==> src/rtl/core/dsp_pkg.sv <==
`timescale 1ns / 1ps
// ----------------------------------------------------------------------------
// dsp_pkg
// Character codes, limits, widths and the snapshot type shared by the
// date string parser modules.
// ----------------------------------------------------------------------------
package dsp_pkg;

  localparam int CHAR_W  = 8;
  localparam int YEAR_W  = 31;
  localparam int MAG_W   = 20;
  localparam int SCALE_W = 30;
  localparam int GROUP_W = 14;
  localparam int STAR_W  = 3;
  localparam int PREC_W  = 3;

  localparam logic [CHAR_W-1:0] CH_PLUS  = 8'h2B;
  localparam logic [CHAR_W-1:0] CH_MINUS = 8'h2D;
  localparam logic [CHAR_W-1:0] CH_STAR  = 8'h2A;
  localparam logic [CHAR_W-1:0] CH_ZERO  = 8'h30;
  localparam logic [CHAR_W-1:0] CH_NINE  = 8'h39;

  localparam logic [MAG_W-1:0]   YEAR_MAX  = 20'd999999;
  localparam logic [GROUP_W-1:0] GROUP_MAX = 14'd9999;
  localparam logic [STAR_W-1:0]  STAR_MAX  = 3'd4;

  localparam logic [STAR_W-1:0] STARS_NONE   = 3'd0;
  localparam logic [STAR_W-1:0] STARS_DECADE = 3'd1;
  localparam logic [STAR_W-1:0] STARS_CENT   = 3'd2;
  localparam logic [STAR_W-1:0] STARS_MILL   = 3'd3;

  localparam logic [PREC_W-1:0] PREC_NONE   = 3'd0;
  localparam logic [PREC_W-1:0] PREC_MILL   = 3'd1;
  localparam logic [PREC_W-1:0] PREC_CENT   = 3'd2;
  localparam logic [PREC_W-1:0] PREC_DECADE = 3'd3;
  localparam logic [PREC_W-1:0] PREC_YEAR   = 3'd4;
  localparam logic [PREC_W-1:0] PREC_MONTH  = 3'd5;
  localparam logic [PREC_W-1:0] PREC_DAY    = 3'd6;

  typedef struct packed {
    logic               is_bc;
    logic [MAG_W-1:0]   year_mag;
    logic [STAR_W-1:0]  stars;
    logic [GROUP_W-1:0] month;
    logic [GROUP_W-1:0] day;
    logic               sat;
  } snap_t;

endpackage

==> src/rtl/core/dsp_if.sv <==
`timescale 1ns / 1ps
// ----------------------------------------------------------------------------
// dsp_if
// Valid/ready channels of the date string parser: character in, date out.
// ----------------------------------------------------------------------------
interface dsp_in_if import dsp_pkg::*; ();
  logic              valid;
  logic              ready;
  logic [CHAR_W-1:0] char_code;
  logic              last_char;

  modport source (output valid, output char_code, output last_char, input ready);
  modport sink   (input valid, input char_code, input last_char, output ready);
endinterface

interface dsp_out_if import dsp_pkg::*; ();
  logic                      valid;
  logic                      ready;
  logic signed [YEAR_W-1:0]  year_value;
  logic        [GROUP_W-1:0] month_value;
  logic        [GROUP_W-1:0] day_value;
  logic        [PREC_W-1:0]  precision_code;
  logic                      overflow_flag;

  modport source (output valid, output year_value, output month_value,
                  output day_value, output precision_code, output overflow_flag,
                  input ready);
  modport sink   (input valid, input year_value, input month_value,
                  input day_value, input precision_code, input overflow_flag,
                  output ready);
endinterface

==> src/rtl/core/dsp_scan.sv <==
`timescale 1ns / 1ps
// ----------------------------------------------------------------------------
// dsp_scan
// Parse state machine: folds one character per cycle (a last character stalls while
// the snapshot is still held) into sign, year, star, month and day accumulators, snapshotting on the last character.
// ----------------------------------------------------------------------------
module dsp_scan import dsp_pkg::*; (
  input  logic              clk,
  input  logic              rst_n,
  input  logic              item_vld,
  input  logic [CHAR_W-1:0] char_code,
  input  logic              last_char,
  input  logic              snap_take,
  output logic              adv,
  output logic              snap_vld_r,
  output snap_t             snap_r
);

  typedef enum logic [2:0] {
    PH_START, PH_YEAR, PH_STARS, PH_MONTH, PH_DAY, PH_DONE
  } phase_t;

  phase_t             phase_r, phase_nxt;
  logic               bc_r, bc_nxt;
  logic [MAG_W-1:0]   year_r, year_nxt;
  logic [STAR_W-1:0]  stars_r, stars_nxt;
  logic [GROUP_W-1:0] month_r, month_nxt;
  logic [GROUP_W-1:0] day_r, day_nxt;
  logic               sat_r, sat_nxt;

  logic              is_digit;
  logic [3:0]        digit;
  logic              year_mode;
  logic [MAG_W:0]    year_acc;
  logic [MAG_W:0]    month_acc;
  logic [MAG_W:0]    day_acc;

  function automatic logic [MAG_W:0] accum(input logic [MAG_W-1:0] acc,
                                           input logic [3:0]       d,
                                           input logic [MAG_W-1:0] lim);
    logic [MAG_W+3:0] n;
    n = ({4'b0, acc} << 3) + ({4'b0, acc} << 1) + {{MAG_W{1'b0}}, d};
    if (n > {4'b0, lim}) begin
      return {1'b1, lim};
    end
    return {1'b0, n[MAG_W-1:0]};
  endfunction

  assign is_digit  = (char_code >= CH_ZERO) && (char_code <= CH_NINE);
  assign digit     = is_digit ? 4'(char_code - CH_ZERO) : 4'd0;
  assign year_acc  = accum(year_r, digit, YEAR_MAX);
  assign month_acc = accum({{(MAG_W-GROUP_W){1'b0}}, month_r}, digit,
                           {{(MAG_W-GROUP_W){1'b0}}, GROUP_MAX});
  assign day_acc   = accum({{(MAG_W-GROUP_W){1'b0}}, day_r}, digit,
                           {{(MAG_W-GROUP_W){1'b0}}, GROUP_MAX});
  assign year_mode = (phase_r == PH_YEAR) ||
                     ((phase_r == PH_START) && (char_code != CH_PLUS) &&
                      (char_code != CH_MINUS));

  always_comb begin
    phase_nxt = phase_r;
    bc_nxt    = bc_r;
    year_nxt  = year_r;
    stars_nxt = stars_r;
    month_nxt = month_r;
    day_nxt   = day_r;
    sat_nxt   = sat_r;
    if (year_mode) begin
      if (is_digit) begin
        year_nxt  = year_acc[MAG_W-1:0];
        sat_nxt   = sat_r | year_acc[MAG_W];
        phase_nxt = PH_YEAR;
      end else if (char_code == CH_STAR) begin
        stars_nxt = STARS_DECADE;
        phase_nxt = PH_STARS;
      end else if (char_code == CH_MINUS) begin
        phase_nxt = PH_MONTH;
      end else begin
        phase_nxt = PH_DONE;
      end
    end else begin
      case (phase_r)
        PH_START: begin
          bc_nxt    = (char_code == CH_MINUS);
          phase_nxt = PH_YEAR;
        end
        PH_STARS: begin
          if (char_code == CH_STAR) begin
            if (stars_r < STAR_MAX) begin
              stars_nxt = stars_r + 3'd1;
            end
          end else if (char_code == CH_MINUS) begin
            phase_nxt = PH_MONTH;
          end else begin
            phase_nxt = PH_DONE;
          end
        end
        PH_MONTH: begin
          if (is_digit) begin
            month_nxt = month_acc[GROUP_W-1:0];
            sat_nxt   = sat_r | month_acc[MAG_W];
          end else if (char_code == CH_MINUS) begin
            phase_nxt = PH_DAY;
          end else begin
            phase_nxt = PH_DONE;
          end
        end
        PH_DAY: begin
          if (is_digit) begin
            day_nxt = day_acc[GROUP_W-1:0];
            sat_nxt = sat_r | day_acc[MAG_W];
          end else begin
            phase_nxt = PH_DONE;
          end
        end
        default: begin
          phase_nxt = PH_DONE;
        end
      endcase
    end
  end

  assign adv = item_vld && (!last_char || !snap_vld_r || snap_take);

  always_ff @(posedge clk) begin
    if (!rst_n) begin
      phase_r    <= PH_START;
      bc_r       <= 1'b0;
      year_r     <= '0;
      stars_r    <= STARS_NONE;
      month_r    <= '0;
      day_r      <= '0;
      sat_r      <= 1'b0;
      snap_vld_r <= 1'b0;
    end else begin
      if (adv && last_char) begin
        phase_r <= PH_START;
        bc_r    <= 1'b0;
        year_r  <= '0;
        stars_r <= STARS_NONE;
        month_r <= '0;
        day_r   <= '0;
        sat_r   <= 1'b0;
      end else if (adv) begin
        phase_r <= phase_nxt;
        bc_r    <= bc_nxt;
        year_r  <= year_nxt;
        stars_r <= stars_nxt;
        month_r <= month_nxt;
        day_r   <= day_nxt;
        sat_r   <= sat_nxt;
      end
      if (adv && last_char) begin
        snap_vld_r <= 1'b1;
      end else if (snap_take) begin
        snap_vld_r <= 1'b0;
      end
    end
  end

  always_ff @(posedge clk) begin
    if (adv && last_char) begin
      snap_r <= '{is_bc: bc_nxt, year_mag: year_nxt, stars: stars_nxt,
                  month: month_nxt, day: day_nxt, sat: sat_nxt};
    end
  end

endmodule

==> src/rtl/core/dsp_format.sv <==
`timescale 1ns / 1ps
// ----------------------------------------------------------------------------
// dsp_format
// Result stage: scales the year by the star count (four stars leave it unscaled), applies the sign, derives
// the precision and holds the date in the output register.
// ----------------------------------------------------------------------------
module dsp_format import dsp_pkg::*; (
  input  logic          clk,
  input  logic          rst_n,
  input  logic          snap_vld,
  input  snap_t         snap,
  output logic          snap_take,
  dsp_out_if.source     out_item
);

  logic                      out_vld_r;
  logic signed [YEAR_W-1:0]  year_r;
  logic        [GROUP_W-1:0] month_r;
  logic        [GROUP_W-1:0] day_r;
  logic        [PREC_W-1:0]  prec_r;
  logic                      ovf_r;

  logic [SCALE_W-1:0] mag;
  logic [SCALE_W-1:0] scaled;
  logic [PREC_W-1:0]  prec_nxt;
  logic [YEAR_W-1:0]  year_nxt;

  assign mag = {{(SCALE_W-MAG_W){1'b0}}, snap.year_mag};

  always_comb begin
    case (snap.stars)
      STARS_NONE: begin
        scaled   = mag;
        prec_nxt = PREC_YEAR;
      end
      STARS_DECADE: begin
        scaled   = (mag << 3) + (mag << 1);
        prec_nxt = PREC_DECADE;
      end
      STARS_CENT: begin
        scaled   = (mag << 6) + (mag << 5) + (mag << 2) + 30'd1;
        prec_nxt = PREC_CENT;
      end
      STARS_MILL: begin
        scaled   = (mag << 10) - (mag << 4) - (mag << 3) + 30'd1;
        prec_nxt = PREC_MILL;
      end
      default: begin
        scaled   = mag;
        prec_nxt = PREC_NONE;
      end
    endcase
    if (snap.month != '0) begin
      prec_nxt = PREC_MONTH;
    end
    if (snap.day != '0) begin
      prec_nxt = PREC_DAY;
    end
    year_nxt = snap.is_bc ? (YEAR_W'(0) - {1'b0, scaled}) : {1'b0, scaled};
  end

  assign snap_take = snap_vld && (!out_vld_r || out_item.ready);

  always_ff @(posedge clk) begin
    if (!rst_n) begin
      out_vld_r <= 1'b0;
    end else if (snap_take) begin
      out_vld_r <= 1'b1;
    end else if (out_item.ready) begin
      out_vld_r <= 1'b0;
    end
  end

  always_ff @(posedge clk) begin
    if (snap_take) begin
      year_r  <= signed'(year_nxt);
      month_r <= snap.month;
      day_r   <= snap.day;
      prec_r  <= prec_nxt;
      ovf_r   <= snap.sat;
    end
  end

  assign out_item.valid          = out_vld_r;
  assign out_item.year_value     = year_r;
  assign out_item.month_value    = month_r;
  assign out_item.day_value      = day_r;
  assign out_item.precision_code = prec_r;
  assign out_item.overflow_flag  = ovf_r;

endmodule

==> src/rtl/core/date_string_parser.sv <==
`timescale 1ns / 1ps
// A date passes the input register and the snapshot register into the output register.
// Throughput: one character per cycle; a last character stalls while the snapshot is held.
// Each stage has its own valid bit: a date waiting at the output stalls only a last character.
// Reset: synchronous, active low; clears the valid bits and the parse state to "expect sign".
// ----------------------------------------------------------------------------
// date_string_parser
// Streaming date string parser: input register, parse state machine and
// result register.
// ----------------------------------------------------------------------------
module date_string_parser import dsp_pkg::*; (
  input  logic      clk,
  input  logic      rst_n,
  dsp_in_if.sink    in_item,
  dsp_out_if.source out_item
);

  logic              in_vld_r;
  logic [CHAR_W-1:0] in_char_r;
  logic              in_last_r;
  logic              scan_adv;
  logic              snap_vld;
  logic              snap_take;
  snap_t             snap;

  assign in_item.ready = !in_vld_r || scan_adv;

  always_ff @(posedge clk) begin
    if (!rst_n) begin
      in_vld_r <= 1'b0;
    end else if (in_item.ready) begin
      in_vld_r <= in_item.valid;
    end
  end

  always_ff @(posedge clk) begin
    if (in_item.valid && in_item.ready) begin
      in_char_r <= in_item.char_code;
      in_last_r <= in_item.last_char;
    end
  end

  dsp_scan u_scan (
    .clk        (clk),
    .rst_n      (rst_n),
    .item_vld   (in_vld_r),
    .char_code  (in_char_r),
    .last_char  (in_last_r),
    .snap_take  (snap_take),
    .adv        (scan_adv),
    .snap_vld_r (snap_vld),
    .snap_r     (snap)
  );

  dsp_format u_format (
    .clk       (clk),
    .rst_n     (rst_n),
    .snap_vld  (snap_vld),
    .snap      (snap),
    .snap_take (snap_take),
    .out_item  (out_item)
  );

`ifndef NO_ASSERTIONS
  a_stall_holds_input: assert property (@(posedge clk) disable iff (!rst_n)
    !in_item.ready |-> in_vld_r)
    else $error("input stalled with empty input register");

  a_snap_holds: assert property (@(posedge clk) disable iff (!rst_n)
    snap_vld && !snap_take |=> snap_vld)
    else $error("snapshot dropped before the result stage took it");

  a_plain_char_no_result: assert property (@(posedge clk) disable iff (!rst_n)
    scan_adv && !in_last_r && !snap_vld |=> !snap_vld)
    else $error("snapshot raised by a character that is not last");

  a_month_raises_prec: assert property (@(posedge clk) disable iff (!rst_n)
    out_item.valid && (out_item.month_value != '0) |->
      (out_item.precision_code == PREC_MONTH) || (out_item.precision_code == PREC_DAY))
    else $error("month present without month or day precision");
`endif

endmodule
==> src/flat_wrapper.sv <==
// flat-port wrapper written by rule: the top's interface ports become plain ports
module date_string_parser_flat import dsp_pkg::*;
  (clk, rst_n, in_item_valid, in_item_char_code, in_item_last_char, in_item_ready, out_item_valid, out_item_year_value, out_item_month_value, out_item_day_value, out_item_precision_code, out_item_overflow_flag, out_item_ready);
  dsp_in_if in_item_i ();
  dsp_out_if out_item_i ();
  input  logic clk;
  input  logic rst_n;
  input wire logic [$bits(in_item_i.valid)-1:0] in_item_valid;
  input wire logic [$bits(in_item_i.char_code)-1:0] in_item_char_code;
  input wire logic [$bits(in_item_i.last_char)-1:0] in_item_last_char;
  output wire logic [$bits(in_item_i.ready)-1:0] in_item_ready;
  output wire logic [$bits(out_item_i.valid)-1:0] out_item_valid;
  output wire logic [$bits(out_item_i.year_value)-1:0] out_item_year_value;
  output wire logic [$bits(out_item_i.month_value)-1:0] out_item_month_value;
  output wire logic [$bits(out_item_i.day_value)-1:0] out_item_day_value;
  output wire logic [$bits(out_item_i.precision_code)-1:0] out_item_precision_code;
  output wire logic [$bits(out_item_i.overflow_flag)-1:0] out_item_overflow_flag;
  input wire logic [$bits(out_item_i.ready)-1:0] out_item_ready;
  assign in_item_i.valid = in_item_valid;
  assign in_item_i.char_code = in_item_char_code;
  assign in_item_i.last_char = in_item_last_char;
  assign in_item_ready = in_item_i.ready;
  assign out_item_valid = out_item_i.valid;
  assign out_item_year_value = out_item_i.year_value;
  assign out_item_month_value = out_item_i.month_value;
  assign out_item_day_value = out_item_i.day_value;
  assign out_item_precision_code = out_item_i.precision_code;
  assign out_item_overflow_flag = out_item_i.overflow_flag;
  assign out_item_i.ready = out_item_ready;
  date_string_parser u_core (.clk(clk), .rst_n(rst_n), .in_item(in_item_i), .out_item(out_item_i));
endmodule
==> config.mk <==
export PLATFORM = sky130hd
export DESIGN_NAME = date_string_parser_flat
export DESIGN_NICKNAME = d
export VERILOG_FILES = /design/src/rtl/core/dsp_pkg.sv /design/src/rtl/core/dsp_if.sv /design/src/rtl/core/dsp_scan.sv /design/src/rtl/core/dsp_format.sv /design/src/rtl/core/date_string_parser.sv /design/src/flat_wrapper.sv
export SDC_FILE = /design/constraint.sdc
export NUM_CORES = 1
export LEC_CHECK = 0
export BUFFER_PORTS_ARGS = -buffer_cell sky130_fd_sc_hd__buf_2
export CORE_ASPECT_RATIO = 0.8
export CORE_MARGIN = 8
export CORE_UTILIZATION = 35
export CTS_BUF_LIST = sky130_fd_sc_hd__clkbuf_8
export DETAILED_ROUTE_END_ITERATION = 10
export PLACE_DENSITY_LB_ADDON = 0.3
export SLEW_MARGIN = 30
export SYNTH_ARGS = -nofsm -noshare
export SYNTH_HDL_FRONTEND = slang
export SYNTH_SLANG_ARGS = --single-unit
==> constraint.sdc <==
create_clock -name clk -period 14.6 [get_ports clk]
set_input_delay 2.19 -clock clk [delete_from_list [all_inputs] [get_ports clk]]
set_output_delay 2.19 -clock clk [all_outputs]
set_load 0.005 [all_outputs]
==> results.py, run 1 <==
metrics = {
    "power": {
        "switchingPower_mw": 0.419,
        "peakVddDrop_uv": 55.7,
        "netSwitchingFraction_pct": 34.1,
        "pwr-share-clk_pct": 30.6,
        "finalPower_mw": 1.23,
        "power_frac_seq_pct": 47.6,
        "p_leak_nw": 6.93,
        "p_comb_share_pct": 21.8,
        "p_int_mw": 0.810,
        "powerDensity_nw_per_um2": 73.4,
    },
    "sta": {
        "period_share_pct": 36.7,
        "finalHoldViolations": 0,
        "finalSetupTns_ns": 0,
        "rsz0062_at_grt": "false",
        "setup_viol": 0,
        "max_freq_mhz": 186,
        "finClkSkew_ns": 0.0185,
        "fin_crit_ns": 5.36,
        "worst_pin_slew_ns": 0.873,
        "max-slew-margin-rel_pct": 40.3,
        "final_max_slew_viol_count": 0,
    },
    "floorplanning": {
        "ios": 78,
        "rows": 68,
        "initial_utilization_pct": 35.5,
        "core_um2": 43200,
        "die_w_um": 250,
        "die-area_um2": 50800,
        "die_h_um": 203,
    },
    "place": {
        "place_congestion": 0.917,
        "portBuffers": 77,
        "dpl.hpwl_um": 34200,
    },
    "grt": {
        "grt_overflow_total": 0,
        "grt_max_degree": 64,
        "grt_pass1_vias": 12600,
        "antenna_found_initial": 1,
        "grt_usage_pct": 16.7,
        "grt_pass1_wl_um": 69300,
    },
    "synthesis": {
        "ys_warn_count": 0,
        "syn-instance-count": 1681,
        "ys_types": 84,
        "synth-seq-cells": 184,
        "synth_edf_count": 125,
        "yosysTopAreaCellShare_pct": 24.5,
        "synthTopCellsByArea": "edfxtp_1, ha_1, dfxtp_1",
        "syn-cell-area_um2": 15300,
        "syn-num-nets": 1903,
        "synth.avg_cell_area_um2": 9.13,
        "synth_ff_type": "edfxtp_1",
        "yosysTopAreaCell": "edfxtp_1",
        "async_flop_share_pct": 0,
        "yosysSeqAreaShare_pct": 32.2,
    },
    "drt": {
        "post_drt_wl_per_cell_um": 19.0,
        "dr_total_vias": 13300,
        "drc_errors": 0,
        "antenna_left": 0,
        "wl_um": 43700,
        "first_iter_violations": 1117,
        "dr.pass1.iters": 6,
        "avgViaCountPerCell": 5.77,
    },
    "critical_path": {
        "max_stage_delay_ns": 0.82,
        "critPathCaptureType": "flop",
        "path_cells": "nor3b_1 > and3_1 > and2_1 > ha_1 > ha_1 > fa_1 > a211oi_1 > o21bai_1 > a2111oi_0 > nor2_1 > xnor2_1 > nor4_1 > o31ai_1 > a21oi_1 > a211o_1 > or2_2",
        "start_kind": "flop",
        "cp_slowest_cell": "a2111oi_0",
        "crit_type": "reg2reg",
        "crit_required_ns": 14.86,
        "arrival_ns": 5.63,
        "crit_top_cell": "ha_1",
        "crit_path_max_fanout": 10,
    },
    "cells_and_area": {
        "drive_gt1_share_pct": 8.55,
        "final_net_count": 1952,
        "mostFrequentLayoutCells": "ha_1, a21oi_1, nand2_1",
        "insertedDiodeCount": 0,
        "final_common_cell": "ha_1",
        "syn_to_final_growth_pct": 9.14,
    },
    "clock_tree": {
        "cts_setup_buffers": 0,
        "numCtsBuffers": 17,
        "clk_pin_slew_ns": 0.11,
        "htreeDepth": 4,
        "cts_root_buf": "clkbuf_8",
        "clock_sinks": 184,
        "clk_path_buf_depth": 2,
        "clock_latency_ns": 0.52,
        "cts_tree": "built",
        "hold_buffers": 0,
        "postCtsResizedCells": 0,
    },
    "run": {
        "maxCapViolCount": 0,
    },
    "status": {
        "status": "complete, no violations",
    },
    "min_path": {
        "hold_class": "reg2reg",
    },
}
==> path summary, 6_finish.rpt <==
kind	from	endpoint	slack, ns	cells past startpoint
setup / recovery	u_core.in_char_r[7]	u_core.u_scan.snap_r[0]	9.24	16
setup reg to reg	u_core.in_char_r[7]	u_core.u_scan.snap_r[0]	9.24	16
hold / removal	u_core.u_scan.snap_r[9]	u_core.u_format.out_item.day_value[8]	0.46	0
hold reg to reg	u_core.u_scan.snap_r[9]	u_core.u_format.out_item.day_value[8]	0.46	0
==> state kept, by name, summed over array words and instances (netlist names), 8 cells and up <==
name	flops
u_core.u_format.out_item.year_value	31
u_core.in_char_r	8
u_core.u_format.out_item.day_value	14
u_core.u_scan.snap_r	53
u_core.u_scan.month_r	14
u_core.u_scan.day_r	14
u_core.u_scan.year_r	20
u_core.u_format.out_item.month_value	14
==> power groups by stage <==
stage                     clock network [mW]  registers [mW]  logic (mW)
after floorplan                            0           0.591       0.197
after global placement                     0           0.597       0.259
after detailed placement                   0           0.597       0.262
after CTS                              0.386           0.586       0.264
after global routing                   0.402           0.587       0.296
final                                  0.376           0.585       0.268
==> critical path: cells and delay by family (launching register included) <==
kind | cells | cell delay [ns]
xor+xnor | 1 | 0.27
compound gates | 6 | 2.02
flops | 1 | 0.38
fa+ha+maj | 3 | 0.95
simple gates | 6 | 1.48
==> kinds of logic after synthesis <==
group	after synthesis	share of synthesized area [%]
AO/OA/AOI/OAI	536	22.9
AND/OR/NAND/NOR	501	15.6
adder cells (fa/ha/maj)	209	18.8
flip-flops	184	32.2
buffers and inverters	122	3.03
XOR/XNOR	109	6.22
multiplexers	20	1.34
==> synthesized netlist by cell type, types with 9 or more instances <==
cell type / number
xnor2_1: 63
a22oi_1: 12
a2111oi_0: 10
o21ai_0: 109
o211ai_1: 12
a21oi_1: 163
fa_1: 35
or3_1: 13
a211oi_1: 32
nor3_1: 35
xor2_1: 46
nor2b_1: 22
o31ai_1: 17
nand2_1: 159
nand2b_1: 19
ha_1: 174
and2_1: 17
dfxtp_1: 59
edfxtp_1: 125
nand3_1: 36
inv_1: 64
o22ai_1: 10
nor2_1: 121
o21a_1: 14
a21o_1: 33
a41oi_1: 9
nor4_1: 20
nand4_1: 14
and3_1: 14
clkbuf_1: 53
a22o_1: 13
mux2i_1: 16
==> layout make-up <==
class | count | area, um2
multi-input cells | 1375 | 9960
clock inverters | 15 | 208
well taps | 560 | 701
fillers | 4284 | 26500
repair buffers | 87 | 464
flip-flops and latches | 184 | 4930
clock buffers | 17 | 234
inverters | 65 | 244
==> through the flow <==
step                hold slack [ns]  area [um2]  util (%)  setup slack (ns)  std cells
finish                        0.463       16700      38.7              9.24       2303
global route                  0.481       16700      38.7              8.87       2303
CTS                           0.463       16700      38.7              9.25       2302
detailed placement            0.436       16300      37.7              9.26       2270
global placement              0.444       16300      37.7              9.42       2270
floorplan                     0.400       15300         -              9.03       1681
==> routing by layer <==
metal / track usage [%] / wire length (um) / part of all wire, %
met1: 24.4 / 21700 / 50
met2: 25.6 / 19200 / 44
met3: 2.79 / 2360 / 5.4
met4: 3.80 / 493 / 1.1
met5: 0 / 0 / 0
Note: power is estimated with default switching activity, not from simulation.
==> inputs of run 2 (changes only) <==
==> constraint.sdc (replaced) <==
create_clock -name clk -period 4.6 [get_ports clk]
set_input_delay 0.69 -clock clk [delete_from_list [all_inputs] [get_ports clk]]
set_output_delay 0.69 -clock clk [all_outputs]
set_load 0.005 [all_outputs]
==> run 2 against run 1 <==
Cell area rose by 10%. Register-to-register slack got worse by 9.2 ns. Combinational power rose to 3.9 times the previous value. Non-clock buffer count rose by 176. Worst setup slack got worse by 9.2 ns. Via count rose by 3.4%. Critical path depth rose by 2. Critical endpoint unchanged. Highest routed layer is now met5.
==> results.py, run 2 (synthesis results as in run 1) <==
metrics = {
    "floorplanning": {
        "rows": 68,
        "die_h_um": 203,
        "die_w_um": 250,
        "ios": 78,
        "die-area_um2": 50800,
        "core_um2": 43200,
        "initial_utilization_pct": 35.5,
    },
    "cells_and_area": {
        "final.fill_count": 4182,
        "regArea_um2": 4930,
        "drive_gt1_share_pct": 20.6,
        "mostFrequentLayoutCells": "buf_4, ha_1, nand2_1",
        "largest_reg_flops": 53,
        "regMostFlops": "u_core.u_scan.snap_r",
        "fin_util_pct": 42.8,
        "final_net_count": 2128,
        "syn_to_final_growth_pct": 20.5,
        "final_cell_area_um2": 18500,
        "final_common_cell": "buf_4",
        "multi_input_area_um2": 10300,
    },
    "status": {
        "status": "complete, no violations",
    },
    "drt": {
        "avgViaCountPerCell": 5.54,
        "first_iter_violations": 1071,
        "post_drt_wl_per_cell_um": 18.3,
        "wl_um": 45400,
        "dr.pass1.iters": 5,
        "dr_total_vias": 13700,
        "drc_errors": 0,
        "antenna_left": 0,
    },
    "clock_tree": {
        "numCtsBuffers": 17,
        "hold_buffers": 0,
        "cts_tree": "built",
        "htreeDepth": 4,
        "cts_root_buf": "clkbuf_8",
        "clock_latency_ns": 0.50,
        "clock_sinks": 184,
        "clk_pin_slew_ns": 0.12,
        "clk_path_buf_depth": 2,
    },
    "min_path": {
        "hold_class": "in2reg",
    },
    "power": {
        "peakVddDrop_uv": 188,
        "powerDensity_nw_per_um2": 219,
        "finalPower_mw": 4.04,
        "p_leak_nw": 7.81,
    },
    "critical_path": {
        "path_cells": "nor3b_2 > and3_4 > buf_4 > and2_1 > buf_4 > ha_1 > ha_1 > fa_2 > a211oi_2 > o21ai_1 > a31oi_1 > nor4_1 > or3_1 > a211o_1 > a211oi_2 > o21ai_2 > a211o_1 > or2_4",
        "arrival_ns": 4.80,
        "crit_type": "reg2reg",
        "crit_path_max_fanout": 8,
        "cp_slowest_cell": "edfxtp_1",
        "max_stage_delay_ns": 0.36,
        "start_kind": "flop",
        "worst-path-buf-inv": 2,
        "crit_family": "compound AO/OA/AOI/OAI gates",
        "critPathCaptureType": "flop",
        "crit_required_ns": 4.86,
    },
    "place": {
        "place_area_um2": 17400,
        "portBuffers": 77,
        "place_congestion": 0.928,
        "dpl.hpwl_um": 36200,
    },
    "run": {
        "maxCapViolCount": 0,
    },
    "grt": {
        "antenna_found_initial": 3,
        "grt_pass1_wl_um": 71600,
        "grt_max_degree": 43,
        "grt_overflow_total": 0,
        "grt_usage_pct": 17.2,
        "grt_pass1_vias": 13200,
    },
    "sta": {
        "max-slew-margin-rel_pct": 51.1,
        "setup_viol": 0,
        "rsz0062_at_grt": "true",
        "finClkSkew_ns": 0.0218,
        "max_freq_mhz": 220,
        "worst_pin_slew_ns": 0.731,
        "finalHoldViolations": 0,
        "fin_crit_ns": 4.54,
        "final_max_slew_viol_count": 0,
        "period_share_pct": 98.7,
    },
}
-- run 2: cell types whose count changed in the layout (fill, tap and decap cells not counted), moves of 4 or more --
cell,delta
a211oi_1,-7
a211oi_2,+5
a21oi_1,-13
a21oi_2,+12
and2_1,-4
buf_4,+166
buf_6,+7
fa_1,-6
fa_2,+6
ha_1,-6
inv_1,-4
-- run 2: area by class of cell --
cell class	count	share of cell area, %
diodes	1	0.0135
clock buffers	17	1.27
clock inverters	15	1.06
inverters	65	1.35
multi-input cells	1375	55.9
flip-flops and latches	184	26.7
well taps	560	3.79
repair buffers	263	9.92
-- run 2: final timing paths --
path                            from                                    end  slack [ns]  depth (start not counted)
max              u_core.in_char_r[5]                u_core.u_scan.snap_r[0]        0.06                         18
min             in_item_char_code[4]                    u_core.in_char_r[4]        0.35                          1
max reg2reg      u_core.in_char_r[5]                u_core.u_scan.snap_r[0]        0.06                         18
min reg2reg  u_core.u_scan.snap_r[8]  u_core.u_format.out_item.day_value[7]        0.46                          0
-- run 2: timing repair --
item | 4_1_cts | 5_1_grt
hold endpoints to repair | 0 | 0
cloned | 0 | 1
setup buffers | 1 | 27
pin swaps | 4 | 46
gates resized for setup | 13 | 82
setup endpoints to repair | 36 | 78
-- run 2: routing by layer --
layer  global-route usage (%)  routed length, um  vias to the layer above
met5                        0                 23                        -
met4                     3.63                601                        4
met3                     3.30               2800                       43
met2                     26.3              19700                      357
met1                     25.0              22300                     6580
li1                         -                  -                     6758
-- run 2: power by group --
group | internal [mW] | total (mW) | switching, mW | leakage (nW)
sequential | 1.81 | 1.84 | 0.0282 | 1.62
clock | 0.425 | 1.15 | 0.730 | 0.208
combinational | 0.458 | 1.05 | 0.593 | 5.98
total | 2.69 | 4.04 | 1.35 | 7.81
-- run 2: per-stage QoR --
stage	hold slack (ns)	setup TNS (ns)	cells	setup slack, ns
4_1_cts	0.312	0	2450	0.00687
5_1_grt	0.312	-1.11	2480	-0.129
6_report	0.353	0	2480	0.0619
3_3_place_gp	0.435	-3.46	2417	-0.205
3_5_place_dp	0.439	-5.94	2417	-0.278
2_1_floorplan	0.400	0	1681	0.00151
